<file path="src/lt3d_pkg.sv">
package lt3d_pkg;

    // Fixed field widths
    localparam int IN_W    = 16;   // colour channel, unsigned Q0.16
    localparam int VAL_W   = 18;   // table value / domain min, signed Q1.16
    localparam int RECIP_W = 24;   // reciprocal, unsigned Q8.16
    localparam int IDX_W   = 15;   // linear table index field
    localparam int EDGE_W  = 6;    // lut_edge register
    localparam int OUT_W   = 8;
    localparam int ENTRY_W = 3 * VAL_W;
    localparam int PROD_W  = VAL_W + RECIP_W;

    typedef enum logic {
        OP_WRITE  = 1'b0,
        OP_SAMPLE = 1'b1
    } op_t;

    typedef enum logic [2:0] {
        CFG_EDGE    = 3'd0,
        CFG_MIN_R   = 3'd1,
        CFG_MIN_G   = 3'd2,
        CFG_MIN_B   = 3'd3,
        CFG_RECIP_R = 3'd4,
        CFG_RECIP_G = 3'd5,
        CFG_RECIP_B = 3'd6
    } cfg_idx_t;

    // Table write carried down the pipe to the memory stage
    typedef struct packed {
        logic [IDX_W-1:0]   idx;
        logic [ENTRY_W-1:0] data;   // b, g, r from high to low
    } wr_t;

endpackage

</file>
<file path="src/lt3d_axis_map.sv">
module lt3d_axis_map #(
    parameter int MAX_EDGE  = 32,
    parameter int FRAC_BITS = 16
) (
    input  logic                              aclk,
    input  logic                              en,
    input  logic [lt3d_pkg::IN_W-1:0]         c,
    input  logic [lt3d_pkg::VAL_W-1:0]        dmin,
    input  logic [lt3d_pkg::RECIP_W-1:0]      recip,
    input  logic [$clog2(MAX_EDGE+1)-1:0]     n,
    output logic [$clog2(MAX_EDGE)-1:0]       i0,
    output logic [$clog2(MAX_EDGE)-1:0]       i1,
    output logic [FRAC_BITS-1:0]              f
);

    localparam int NW = $clog2(MAX_EDGE + 1);
    localparam int CW = $clog2(MAX_EDGE);
    localparam int DW = lt3d_pkg::VAL_W + 1;
    localparam int PW = lt3d_pkg::PROD_W;
    localparam int TW = FRAC_BITS + 1;
    localparam int SW = TW + NW;

    logic signed [DW-1:0] diff_next, diff_reg;
    logic [PW-1:0]        prod_next, prod_reg;
    logic                 nonpos_reg;
    logic [TW-1:0]        t_next, t_reg;
    logic [SW-1:0]        pos_next;
    logic [NW-1:0]        i0p_next;
    logic [CW-1:0]        i0_next, i1_next, i0_reg, i1_reg;
    logic [FRAC_BITS-1:0] f_reg;

    // Stage 1: offset by domain minimum
    assign diff_next = $signed({3'b000, c}) - $signed({dmin[lt3d_pkg::VAL_W-1], dmin});

    // Stage 2: scale by reciprocal
    assign prod_next = PW'(diff_reg[DW-2:0]) * PW'(recip);

    // Stage 3: clamp to 0..1
    always_comb begin
        if (nonpos_reg) begin
            t_next = '0;
        end else if (|prod_reg[PW-1:32]) begin
            t_next = {1'b1, {FRAC_BITS{1'b0}}};
        end else begin
            t_next = {1'b0, prod_reg[31 -: FRAC_BITS]};
        end
    end

    // Stage 4: cell index and weight
    always_comb begin
        pos_next = SW'(t_reg) * SW'(n - NW'(1));
        i0_next  = CW'(pos_next >> FRAC_BITS);
        i0p_next = NW'(i0_next) + NW'(1);
        i1_next  = (i0p_next < n) ? CW'(i0p_next) : CW'(n - NW'(1));
    end

    always_ff @(posedge aclk) begin
        if (en) begin
            diff_reg   <= diff_next;
            prod_reg   <= prod_next;
            nonpos_reg <= (diff_reg <= 0);
            t_reg      <= t_next;
            i0_reg     <= i0_next;
            i1_reg     <= i1_next;
            f_reg      <= pos_next[FRAC_BITS-1:0];
        end
    end

    assign i0 = i0_reg;
    assign i1 = i1_reg;
    assign f  = f_reg;

endmodule

</file>
<file path="config.mk">
export PLATFORM = sky130hd
export DESIGN_NAME = lt3d_axis_map
export DESIGN_NICKNAME = d
export VERILOG_FILES = /design/src/lt3d_pkg.sv /design/src/lt3d_axis_map.sv
export SDC_FILE = /design/constraint.sdc
export NUM_CORES = 1
export LEC_CHECK = 0
export BUFFER_PORTS_ARGS = -buffer_cell sky130_fd_sc_hd__buf_2
export CORE_MARGIN = 2
export CORE_UTILIZATION = 35
export CTS_BUF_LIST = sky130_fd_sc_hd__clkbuf_8
export CTS_CLUSTER_DIAMETER = 100
export DETAILED_ROUTE_END_ITERATION = 8
export MAX_ROUTING_LAYER = met4
export PLACE_DENSITY = 0.54
export REMOVE_ABC_BUFFERS = 1
export SLEW_MARGIN = 10
export SYNTH_ARGS = -nofsm -noshare
export SYNTH_HDL_FRONTEND = slang
export SYNTH_SLANG_ARGS = --single-unit
</file>
<file path="constraint.sdc">
create_clock -name aclk -period 10.7 [get_ports aclk]
set_input_delay 3.21 -clock aclk [delete_from_list [all_inputs] [get_ports aclk]]
set_output_delay 3.21 -clock aclk [all_outputs]
set_load 0.05 [all_outputs]
</file>
==> metrics.md <==
| Metric | Value |
|---|---|
| CP endpoint kind | `register` |
| #FFs+latches synth | `89` |
| Worst-margin pin slew | `1.100 ns` |
| Clk sinks | `89` |
| Buffers added on ports | `91` |
| Worst-path clk slew | `0.10 ns` |
| TritonCTS clock tree | `done` |
| Setup Skew | `0.01431 ns` |
| Row count | `88` |
| DR vias/cell | `4.748` |
| Initial DRC count | `541` |
| Synthesis-to-layout area growth | `7.039%` |
| Insertion delay to the later sink of the worst-skew pair | `0.44 ns` |
| Worst EP arrival | `~10 ns` |
| Post-CTS resize count | `0` |
| Postcts setup bufs | `0` |
| All-Layer GR Usage | `17.58%` |
| Fraction of registers with async set/reset | `0%` |
| Final #Nets | `2895` |
| DRC violations left | `0` |
| Grt ovf | `0` |
| Post-synth EDFFs | `89` |
| Yosys Warn Count | `0` |
| Pre-CTS WS | `~0.15 ns` |
| Largest net degree at the start of global routing | `67` |
| Worst r2r src | `diff_reg[12]` |
| R2R cell count | `19` |
| CTS Hold Bufs | `0` |
| Commonest cells after routing, fill and taps aside | `inv_1 (510), fa_1 (425), nand2_1 (348)` |
| Fin. Hold Viols | `0` |
| Max_slew headroom | `26.70%` |
| Worst Hold Path EP | `t_reg[4]` |
| Clock buffer depth | `2` |
| Core Util, Final | `38.02%` |
| Post-Syn Area per Cell | `9.392 um^2` |
| IO Count | `92` |
| Ratio of cells with drive above 1 in the final layout | `under 10%` |
| Gate count of the mapped netlist | `2186` |
| Die Width | `246.2 um` |
| Die area | `60610 um^2` |
| H-tree levels | `3` |
| Max Clk Rate | `approximately 0.1 GHz` |
| Critical path class | `input pin to register` |
| Hold_sp | `prod_reg[20]` |
| Crit start category | `input pin` |
| Fillers | `about 5800` |
| Max reg flops | `26` |
| Unrepaired setup endpoints after global routing | `false` |
| Crit path time final | `10.09 ns` |
| Max-slew violations | `0` |
| Antenna fix cells | `0` |
| Status | `finished clean` |
| Post-route setup TNS | `0 ns` |
| Vias in the first global route | `15687` |
| R2r endpoint | `prod_reg[41]` |
| Worst hold path type | `register to register` |
| CTS root buffer | `clkbuf_8` |
| Antenna-violating nets left | `0` |
| Antenna violations before repair | `0` |
| Reg area | `2673 um^2` |
| First-pass DRT Iterations | `5` |
| Total CTS buffers | `9` |
| # setup viols final | `0` |
| Routability congestion estimate | `0.8473` |
| Crit path max fanout | `11` |
| Period Utilization, post-route | `94.30%` |
| Die Ht | `around 250 um` |
| Hold path cells | `1` |
| Main synth FF type | `edfxtp_1` |
| Starting Density | `35.52%` |
| Area of the multi-input gates | `15610 um^2` |
| Hold WS | `0.5232 ns` |
| Core Footprint | `57810 um^2` |
| Critical Path RT | `10.90 ns` |
| Worst Slack Setup Final | `0.6097 ns` |
| First-pass GRT wire length | `81260 um` |
| R2r setup slk | `3.21 ns` |
| # Max-Cap Violations | `0` |
| Vias | `14221` |
| Most common cell after layout, fill and taps aside | `inv_1` |
| Library cells used by synthesis | `roughly 60` |
| Synthesized cell area | `~21000 um^2` |
| Post-synthesis sequential area ratio | `between 10% and 20%` |
| WL final | `49380 um` |
| DR WL/cell | `16.49 um` |
| Dpl hpwl | `between 30000 and 40000 um` |
-- critical path: stages --
cell,delay (ns)
buf_2,0.15
nor3_1,0.10
and3_1,0.19
xnor2_1,0.74
and2_1,0.26
fa_1,0.45
fa_1,0.47
fa_1,0.50
inv_1,0.05
fa_1,0.47
inv_1,0.04
ha_1,0.34
a21o_1,0.20
a221oi_1,0.35
o21ai_0,0.19
a2111oi_0,0.51
o21bai_1,0.15
xor2_1,0.29
xor2_1,0.26
ha_1,0.29
a21oi_1,0.17
nor2b_1,0.07
o21ai_0,0.14
and3b_1,0.34
mux2_2,0.37
-- worst max path at each step --
| stage | start | endpoint | slack, ns | depth (start not counted) |
|---|---|---|---|---|
| final | n[0] | i1[3] | 0.61 | 25 |
| after global routing | n[0] | i1[3] | 0.09 | 25 |
| after floorplan | n[1] | i1[2] | 0.78 | 25 |
| after CTS | n[0] | i1[2] | 0.66 | 28 |
| after detailed placement | n[0] | i1[4] | 0.15 | 28 |
| after global placement | n[0] | i1[4] | 0.27 | 28 |
-- routing by layer --
metal	share of wire [%]	vias to the layer above	track usage, %
li1	-	6599	-
met5	0	-	-
met2	50	312	29.91
met4	1.9	0	4.260
met1	44	7247	22.06
met3	4.3	63	2.484
-- cells by family after synthesis --
kind of cell             after synthesis  share of synthesized area (%)
AO/OA/AOI/OAI                        134                          4.412
adder cells (fa/ha/maj)              604                          52.35
flip-flops                            89                          13.02
buffers and inverters                598                          10.95
multiplexers                           5                         0.2620
XOR/XNOR                              66                          2.852
AND/OR/NAND/NOR                      690                          16.16
-- cells in the mapped netlist (24+ instances only) --
library cell / instances / area share [%]
fa_1: 425 / 41
clkbuf_1: 86 / 1.6
inv_1: 509 / 9.3
o21ai_0: 24 / 0.59
nor2b_1: 36 / 1.1
xnor2_1: 42 / 1.8
a21oi_1: 28 / 0.68
and2_1: 186 / 5.7
nor2_1: 48 / 0.88
nand2_1: 348 / 6.4
ha_1: 179 / 11
edfxtp_1: 89 / 13
-- area by class of cell --
| class | count | share of cell area, % |
|---|---|---|
| timing repair buffer | 117 | 2.972 |
| multi-input combinational | 1499 | 71.04 |
| inverter | 509 | 8.694 |
| clock buffer | 9 | 0.5637 |
| tap | 765 | 4.355 |
| clock inverter | 7 | 0.2164 |
| sequential | 89 | 12.16 |
-- through the flow --
| step | instance area, um^2 | cells |
|---|---|---|
| after floorplan | 20190 | 2097 |
| after global routing | 21980 | 2995 |
| after global placement | 21800 | 2979 |
| final | 21980 | 2995 |
| after CTS | 21980 | 2995 |
| after detailed placement | 21800 | 2979 |
Power is left out: the tool's default activity adds up to more than one toggle a clock period on the data nets, which glitch-free logic cannot reach.
